`config.mk`:
```
export PLATFORM = sky130hd
export DESIGN_NAME = rvx_front
export DESIGN_NICKNAME = d
export VERILOG_FILES = /design/src/rtl/rvx_pkg.sv /design/src/rtl/rvx_front.sv
export SDC_FILE = /design/constraint.sdc
export NUM_CORES = 1
export LEC_CHECK = 0
export BUFFER_PORTS_ARGS = -buffer_cell sky130_fd_sc_hd__buf_2
export CORE_MARGIN = 2
export CORE_UTILIZATION = 37
export CTS_BUF_LIST = sky130_fd_sc_hd__clkbuf_4 sky130_fd_sc_hd__clkbuf_8 sky130_fd_sc_hd__clkbuf_16
export DETAILED_ROUTE_END_ITERATION = 16
export GPL_TIMING_DRIVEN = 0
export PLACE_DENSITY = 0.63
export SLEW_MARGIN = 20
export SYNTH_ARGS = -nofsm -noshare
export SYNTH_HDL_FRONTEND = slang
export SYNTH_SLANG_ARGS = --single-unit
export TNS_END_PERCENT = 20
```
`constraint.sdc`:
```
create_clock -name clk_i -period 5.1 [get_ports clk_i]
set_input_delay 0.255 -clock clk_i [delete_from_list [all_inputs] [get_ports clk_i]]
set_output_delay 0.255 -clock clk_i [all_outputs]
set_load 0.02 [all_outputs]
```
`src/rtl/rvx_pkg.sv`:
```
// ----------------------------------------------------------------------------
// RV32IM execute unit package
// Shared types, encodings and small decode helpers of the execute unit.
// ----------------------------------------------------------------------------
`default_nettype none

package rvx_pkg;

  // Default size of the register file.
  localparam int NumRegsDef = 32;
  // Depth of the queue between the front and the back part.
  localparam int QDepth = 2;

  // Configuration register indexes.
  localparam logic [1:0] CFG_TEXT_START = 2'd0;
  localparam logic [1:0] CFG_TEXT_LAST  = 2'd1;
  localparam logic [1:0] CFG_START_PC   = 2'd2;

  // Result status codes.
  localparam logic [2:0] ST_OK         = 3'd0;
  localparam logic [2:0] ST_WAIT       = 3'd1;
  localparam logic [2:0] ST_ILLEGAL    = 3'd2;
  localparam logic [2:0] ST_UNIMPL     = 3'd3;
  localparam logic [2:0] ST_FETCH      = 3'd4;
  localparam logic [2:0] ST_JALR       = 3'd5;
  localparam logic [2:0] ST_HALTED     = 3'd6;
  localparam logic [2:0] ST_UNEXPECTED = 3'd7;

  // Major opcodes (instruction bits 6:2).
  localparam logic [4:0] OPC_LOAD   = 5'h00;
  localparam logic [4:0] OPC_FENCE  = 5'h03;
  localparam logic [4:0] OPC_OPIMM  = 5'h04;
  localparam logic [4:0] OPC_AUIPC  = 5'h05;
  localparam logic [4:0] OPC_STORE  = 5'h08;
  localparam logic [4:0] OPC_OP     = 5'h0C;
  localparam logic [4:0] OPC_LUI    = 5'h0D;
  localparam logic [4:0] OPC_BRANCH = 5'h18;
  localparam logic [4:0] OPC_JALR   = 5'h19;
  localparam logic [4:0] OPC_JAL    = 5'h1B;
  localparam logic [4:0] OPC_SYSTEM = 5'h1C;

  // ALU funct3 codes.
  localparam logic [2:0] F3_ADD  = 3'd0;
  localparam logic [2:0] F3_SLL  = 3'd1;
  localparam logic [2:0] F3_SLT  = 3'd2;
  localparam logic [2:0] F3_SLTU = 3'd3;
  localparam logic [2:0] F3_XOR  = 3'd4;
  localparam logic [2:0] F3_SR   = 3'd5;
  localparam logic [2:0] F3_OR   = 3'd6;

  // Branch funct3 codes.
  localparam logic [2:0] F3_BEQ  = 3'd0;
  localparam logic [2:0] F3_BNE  = 3'd1;
  localparam logic [2:0] F3_BLT  = 3'd4;
  localparam logic [2:0] F3_BGE  = 3'd5;
  localparam logic [2:0] F3_BLTU = 3'd6;

  // Multiply funct3 codes.
  localparam logic [2:0] F3_MUL    = 3'd0;
  localparam logic [2:0] F3_MULH   = 3'd1;
  localparam logic [2:0] F3_MULHSU = 3'd2;

  // Funct7 codes.
  localparam logic [6:0] F7_BASE = 7'h00;
  localparam logic [6:0] F7_MULD = 7'h01;
  localparam logic [6:0] F7_ALT  = 7'h20;

  // Memory access sizes.
  localparam logic [1:0] SZ_BYTE = 2'd0;
  localparam logic [1:0] SZ_HALF = 2'd1;
  localparam logic [1:0] SZ_WORD = 2'd2;

  // Register use bits returned by the legality check.
  localparam logic [2:0] USE_RD  = 3'b001;
  localparam logic [2:0] USE_RS1 = 3'b010;
  localparam logic [2:0] USE_RS2 = 3'b100;

  // One input item as it sits in the queue.
  typedef struct packed {
    logic        kind;
    logic [31:0] instr_word;
    logic [31:0] load_value;
  } item_t;

  // One result item; the last field sits in the lowest bits.
  typedef struct packed {
    logic [31:0] mem_wdata;
    logic [31:0] mem_addr;
    logic [1:0]  mem_size;
    logic        mem_write;
    logic        mem_read;
    logic [31:0] wb_value;
    logic [4:0]  wb_reg;
    logic        wb_valid;
    logic [31:0] next_pc;
    logic [2:0]  status;
  } result_t;

  localparam int ResultW = $bits(result_t);
  localparam int OutDataW = ((ResultW + 7) / 8) * 8;

  // Register use mask of a legal word, zero when the encoding is illegal.
  function automatic logic [2:0] legal_uses(input logic [31:0] w);
    logic [4:0] op;
    logic [2:0] f3;
    logic [6:0] f7;
    logic [2:0] u;
    op = w[6:2];
    f3 = w[14:12];
    f7 = w[31:25];
    u  = 3'b000;
    case (op)
      OPC_LUI, OPC_AUIPC, OPC_JAL: u = USE_RD;
      OPC_JALR:   u = (f3 == F3_ADD) ? (USE_RD | USE_RS1) : 3'b000;
      OPC_BRANCH: u = (f3 != F3_SLT && f3 != F3_SLTU) ? (USE_RS1 | USE_RS2) : 3'b000;
      OPC_LOAD: begin
        if (f3 == 3'd0 || f3 == 3'd1 || f3 == 3'd2 || f3 == 3'd4 || f3 == 3'd5) begin
          u = USE_RD | USE_RS1;
        end
      end
      OPC_STORE: u = (f3 <= 3'd2) ? (USE_RS1 | USE_RS2) : 3'b000;
      OPC_OPIMM: begin
        if (f3 == F3_SLL) begin
          u = (f7 == F7_BASE) ? (USE_RD | USE_RS1) : 3'b000;
        end else if (f3 == F3_SR) begin
          u = (f7 == F7_BASE || f7 == F7_ALT) ? (USE_RD | USE_RS1) : 3'b000;
        end else begin
          u = USE_RD | USE_RS1;
        end
      end
      OPC_OP: begin
        if (f7 == F7_BASE || f7 == F7_MULD) begin
          u = USE_RD | USE_RS1 | USE_RS2;
        end else if (f7 == F7_ALT && (f3 == F3_ADD || f3 == F3_SR)) begin
          u = USE_RD | USE_RS1 | USE_RS2;
        end
      end
      default: u = 3'b000;
    endcase
    return u;
  endfunction

  // Integer ALU shared by register and immediate forms.
  function automatic logic [31:0] alu(input logic [2:0] f3, input logic alt,
                                      input logic [31:0] a, input logic [31:0] b);
    logic [4:0]  sh;
    logic [31:0] r;
    sh = b[4:0];
    case (f3)
      F3_ADD:  r = alt ? (a - b) : (a + b);
      F3_SLL:  r = a << sh;
      F3_SLT:  r = {31'd0, $signed(a) < $signed(b)};
      F3_SLTU: r = {31'd0, a < b};
      F3_XOR:  r = a ^ b;
      F3_SR:   r = alt ? 32'($signed(a) >>> sh) : (a >> sh);
      F3_OR:   r = a | b;
      default: r = a & b;
    endcase
    return r;
  endfunction

  // Inclusive address range check.
  function automatic logic in_range(input logic [31:0] addr, input logic [31:0] lo,
                                    input logic [31:0] hi);
    return (addr >= lo) && (addr <= hi);
  endfunction

endpackage

`default_nettype wire

```
`src/rtl/rvx_front.sv`:
```
// ----------------------------------------------------------------------------
// Execute unit front part
// Accepts stream transfers, splits them into items and queues them.
// ----------------------------------------------------------------------------
`default_nettype none

module rvx_front (
  input  wire logic          clk_i,
  input  wire logic          rst_ni,
  input  wire logic          s_valid_i,
  output logic               s_ready_o,
  input  wire logic [63:0]   s_data_i,
  input  wire logic          s_user_i,
  output rvx_pkg::item_t     head_o,
  output logic               head_vld_o,
  input  wire logic          pop_i
);
  import rvx_pkg::*;

  localparam int PtrW = $clog2(QDepth);
  localparam logic [PtrW:0] Full = (PtrW + 1)'(QDepth);
  localparam logic [PtrW-1:0] LastPtr = PtrW'(QDepth - 1);

  item_t           buf_q [QDepth];
  logic [PtrW-1:0] wptr_q, rptr_q;
  logic [PtrW:0]   cnt_q;
  logic            push, pop;
  item_t           in_item;

  // Field split of the incoming transfer.
  assign in_item.kind       = s_user_i;
  assign in_item.instr_word = s_data_i[31:0];
  assign in_item.load_value = s_data_i[63:32];

  assign s_ready_o  = (cnt_q != Full);
  assign push       = s_valid_i && s_ready_o;
  assign head_vld_o = (cnt_q != '0);
  assign pop        = pop_i && head_vld_o;
  assign head_o     = buf_q[rptr_q];

  // Queue storage.
  always_ff @(posedge clk_i) begin
    if (push) begin
      buf_q[wptr_q] <= in_item;
    end
  end

  // Queue pointers and fill count.
  always_ff @(posedge clk_i or negedge rst_ni) begin
    if (!rst_ni) begin
      wptr_q <= '0;
      rptr_q <= '0;
      cnt_q  <= '0;
    end else begin
      if (push) begin
        wptr_q <= (wptr_q == LastPtr) ? '0 : wptr_q + 1'b1;
      end
      if (pop) begin
        rptr_q <= (rptr_q == LastPtr) ? '0 : rptr_q + 1'b1;
      end
      if (push && !pop) begin
        cnt_q <= cnt_q + 1'b1;
      end else if (pop && !push) begin
        cnt_q <= cnt_q - 1'b1;
      end
    end
  end

endmodule

`default_nettype wire

```
[Word level (Yosys, flattened, before mapping)]
Memory sizes are Yosys's and may differ from the RTL's.
Index checks and enable logic that the tools add are counted.
Operators by class
  add/subtract/negate cells: 4
  equal/unequal tests: 1
  muxes and demuxes: 6
  reductions and logical operators: 8
Operators by type and width (number)
  $logic_and 1x1->1: 4
  $mux 1: 4
  $mux 2: 2
  $reduce_bool 2->1: 2
  $add 1x1->1 const B: 2
  $add 2x1->2 const B: 1
  $logic_not 1->1: 2
  $ne 2x2->1 const B: 1
  $sub 2x1->2 const B: 1
Storage, ports and cells
  register bits: 4
  bits in writable memories: 130
  bits of input ports: 69
  output and inout bits: 67
  logic and storage cells: 23
  memories: 1
Memory list
  buf_q: depth 2, bits a word 65, rd ports 1, clocked after memory_dff 0, wr ports 1, RTL line rvx_front.sv:24  | item_t buf_q [QDepth];

[Logic depth before layout (Yosys ltp)]
  word-level depth: 6
  gate-level depth with buffers: 7
  gate-level depth less buffers: 7

[Worst setup path after synthesis]
No wires, ideal clock.
  kind: reg-to-reg
  start point: register cnt_q[0]
  end point: memory buf_q[0][0] in the netlist's numbering (enable)
  library setup time: 488 ps
  data arrival time: 3516 ps
  required time: 4612 ps
  slack: 1095 ps
  stages on the path, launching flop included: 4
  buffers on the path: 0
  clock period less this slack: 4005 ps
  path through: dfrtp_1 nand2b_1 nand2_1 nor2_1
On the way
  cells in the longest elaborated chain, start to end: 4
Ends and longest elaborated chain
  start: declaration: RTL line rvx_front.sv:26  | logic [PtrW:0] cnt_q;
  start signal: assignment: RTL line rvx_front.sv:62  | cnt_q <= cnt_q + 1'b1;
  start signal: assignment: RTL line rvx_front.sv:64  | cnt_q <= cnt_q - 1'b1;
  $ne 2x2->1: RTL line rvx_front.sv:35  | assign s_ready_o = (cnt_q != Full);
  via s_ready_o: RTL line rvx_front.sv:11  | output logic s_ready_o,
  $logic_and 1x1->1: RTL line rvx_front.sv:36  | assign push = s_valid_i && s_ready_o;
  $mux 1: RTL line rvx_front.sv:43  | if (push) begin
  $mux 1 (implied by the code): RTL line rvx_front.sv:44  | buf_q[wptr_q] <= in_item;
  end: declaration: RTL line rvx_front.sv:24
The timed path passes the listed nets, and every way through them passes these cells.

[Worst setup path in the final report]
  start point: register cnt_q[0]
  end point: memory buf_q[0][2] in the netlist's numbering (enable)
On the way
  cells in the longest elaborated chain, start to end: 4
Ends and longest elaborated chain (RTL line)
  $ne 2x2->1: rvx_front.sv:35
  $logic_and 1x1->1: rvx_front.sv:36
  $mux 1: rvx_front.sv:43
  $mux 1 (implied by the code): rvx_front.sv:44
Every way passes these cells.

==> flow_metrics.env <==
export IMPL_worst_r2r_path_depth=4
export IMPL_internal_power_w=0.00295
export IMPL_netlist_instances=220
export IMPL_min_path_cells=1
export IMPL_fillers=1166
export IMPL_ys_seq_area_frac=0.793
export IMPL_cp_max_fo=24
export IMPL_critPathSlowestCell="nor2_4"
export IMPL_ys_types=15
export IMPL_path_buf_inv=1
export IMPL_setup_tns_ps=0
export IMPL_grt_pass1_wl_um=13300
export IMPL_port_buffers=135
export IMPL_relSlewSlack=0.526
export IMPL_netlist_area_um2=5050
export IMPL_cp_required_ps=5200
export IMPL_vias=2538
export IMPL_chipWidth_um=121
export IMPL_ys_ff_latch=134
export IMPL_ir_drop_mv=0.332
export IMPL_clkPwrFrac=0.293
export IMPL_worst_setup_path_type="reg2reg"
export IMPL_reg2reg_to="buf_q[0][2]"
export IMPL_area_growth_pct=31.6
export IMPL_yosysWarnings=0
export IMPL_dieArea_um2=14600
export IMPL_r2r_setup_slack_ps=3210
export IMPL_fin_crit_sh=0.370
export IMPL_clock_sinks=134
export IMPL_netlist_top_cells_count="130 x edfxtp_1, 40 x mux2_4, 25 x mux2_2"
export IMPL_slowest_delay_ps=570
export IMPL_min_from="s_data_i[11]"
export IMPL_postSynth_asyncResetShare=0.0299
export IMPL_rsz0062_at_grt="false"
export IMPL_place_gp_congestion=0.653
export IMPL_final_util=0.500
export IMPL_pwr_share_seq=0.375
export IMPL_wire_per_inst_um=15.1
export IMPL_cts_tree="done"
export IMPL_clk_pin_slew_ps=50
export IMPL_fin_ws_ps=3210
export IMPL_firstDrtPassIters=4
export IMPL_holdPathEnd="buf_q[0][43]"
export IMPL_drc=0
export IMPL_avgSynthCellArea_um2=22.9
export IMPL_cp_arrival_ps=1990
export IMPL_yosysTopAreaCell="edfxtp_1"
export IMPL_rows=42
export IMPL_period_minus_slack_ps=1890
export IMPL_start_util=0.380
export IMPL_synth_nets=290
export IMPL_synth_edff_count=130
export IMPL_fmax_mhz=530
export IMPL_clk_latency_ps=400
export IMPL_status="finished, final reports clean"
export IMPL_ys_flop_type="edfxtp_1"
export IMPL_fin_skew_ps=3.80
export IMPL_overflow=0
export IMPL_r2r_start="cnt_q[0]"
export IMPL_wl_um=8600
export IMPL_detail_route_antenna_nets=0
export IMPL_drtIter0Drc=111
export IMPL_power_leakage_nw=2.63
export IMPL_ctsLongestPathBuffers=2
export IMPL_startpoint_type="register"
export IMPL_grt_pass1_vias=2749
export IMPL_coreArea_um2=13300
export IMPL_critPathTopFamily="simple AND/OR/NAND/NOR gates"
export IMPL_netSwitchingFraction=0.297
export IMPL_hold_violations=0
export IMPL_dpl_worst_slack_ps=3190
export IMPL_synth_most_common_cell="edfxtp_1"
export IMPL_io_pins=136
export IMPL_synthDominantCellAreaShare=0.774
export IMPL_hpwlAfterDp_um=5910
export IMPL_setup_viol=0
export IMPL_die_h_um=121
export IMPL_worst_slew_pin_slew_ps=709
export IMPL_cts_root_buf="clkbuf_16"
export IMPL_path_cells="nand2b_1 > nand2_1 > nor2_4 > buf_12"
export IMPL_post_drt_via_cell_ratio=4.47
export IMPL_layout_nets=448
export IMPL_synth_area_leaders="edfxtp_1 77%, mux2_4 12%, mux2_2 5.6%"
export IMPL_switching_power_w=0.00124
export IMPL_grt_total_usage=0.125
export IMPL_drv_cap=0
export IMPL_crit_path_end_kind="register"
export IMPL_hp_class="in2reg"
export IMPL_pwr_share_comb=0.332
export IMPL_grt_start_max_net_pins=42
export IMPL_drive_gt1_frac=0.619
export IMPL_antenna_found_initial=1
export IMPL_powerDensity_nw_per_um2=631
export IMPL_drv_slew=0
export IMPL_htreeDepth=4
export IMPL_cts_buffers=17
==> per-stage QoR <==
| stage | power [W] | instance area, µm² | hold WS [ps] | instances |
|---|---|---|---|---|
| detailed placement | 0.00302 | 6020 | 67.1 | 534 |
| CTS | 0.00426 | 6640 | 17.1 | 567 |
| global placement | 0.00298 | 5940 | 61.9 | 531 |
| floorplan | 0.00259 | 5050 | -40.6 | 220 |
| finish | 0.00419 | 6640 | 41.3 | 568 |
| global route | 0.00439 | 6640 | 18.2 | 567 |
==> worst max path at each step <==
stage	start	endpoint	slack, ps	cells after the start
6_report	cnt_q[0]	buf_q[0][2]	3210	4
5_1_grt	cnt_q[0]	buf_q[0][2]	3080	4
4_1_cts	rptr_q	head_o[32]	3170	4
3_5_place_dp	cnt_q[0]	buf_q[0][2]	3190	4
3_3_place_gp	cnt_q[0]	buf_q[0][2]	-450	3
2_1_floorplan	cnt_q[0]	buf_q[0][0]	1100	3
==> state kept, by name (all words and copies together), names as in the netlist <==
signal  flops
buf_q     130
cnt_q       2
rptr_q      1
wptr_q      1
==> worst register-to-register path, stage by stage (launching register included) <==
cell      delay, ps
dfrtp_1         420
nand2b_1        170
nand2_1         140
nor2_4          570
buf_12          280
==> logic make-up (layout without fill, tap and decap cells) <==
group,after synthesis,after routing,share of synthesized area
multiplexers,65,65,0.175
other,0,1,0
AND/OR/NAND/NOR,7,7,0.00670
buffers and inverters,8,179,0.0139
XOR/XNOR,5,5,0.00868
adder cells (fa/ha/maj),1,1,0.00248
flip-flops,134,134,0.793
==> layout by cell type (no fill, tap or decap) <==
| cell | count |
|---|---|
| buf_2 | 137 |
| edfxtp_1 | 130 |
| mux2_4 | 40 |
| mux2_2 | 25 |
| clkbuf_16 | 17 |
| buf_6 | 5 |
| clkinv_2 | 4 |
| bufinv_16 | 4 |
| dfrtp_1 | 4 |
| xnor2_1 | 3 |
| clkinv_1 | 3 |
| clkbuf_4 | 3 |
| nand2_1 | 2 |
| xor2_1 | 2 |
| buf_12 | 2 |
| diode_2 | 1 |
| nand2b_1 | 1 |
| inv_1 | 1 |
| or2_2 | 1 |
| and3_4 | 1 |
| nor2_4 | 1 |
| nor2_1 | 1 |
| ha_1 | 1 |
| clkinvlp_4 | 1 |
| dlygate4sd3_1 | 1 |
| buf_16 | 1 |
==> layout make-up <==
type / instances / area, µm² / area share
sequential: 134 / 4000 / 0.603
multi-input combinational: 78 / 985 / 0.148
timing repair buffer: 139 / 753 / 0.113
clock buffer: 20 / 448 / 0.0674
tap: 176 / 220 / 0.0332
clock inverter: 12 / 159 / 0.0239
buffer: 7 / 66.3 / 0.00998
inverter: 1 / 3.75 / 0.000565
antenna: 1 / 2.50 / 0.000377
==> routing by layer <==
layer / track usage / vias up / share of wire
met1: 0.138 / 1249 / 0.40
met5: 0 / - / 0
li1: - / 1189 / -
met2: 0.208 / 89 / 0.51
met3: 0.0509 / 11 / 0.069
met4: 0.0632 / 0 / 0.020
==> power by group through the flow <==
stage | Combinational [W] | Sequential (W) | Clock [W]
after floorplan | 0.000995 | 0.00159 | 0
after global placement | 0.00137 | 0.00162 | 0
after detailed placement | 0.00142 | 0.00160 | 0
after CTS | 0.00143 | 0.00158 | 0.00126
after global routing | 0.00149 | 0.00160 | 0.00130
final | 0.00139 | 0.00157 | 0.00123
==> repair_timing <==
item | in CTS | in global routing
hold endpoints to repair | 4 | 0
setup buffers | 0 | 0
hold buffers | 1 | 0
gates resized for setup | 0 | 0
No activity file was read; power rests on OpenSTA's default activity.
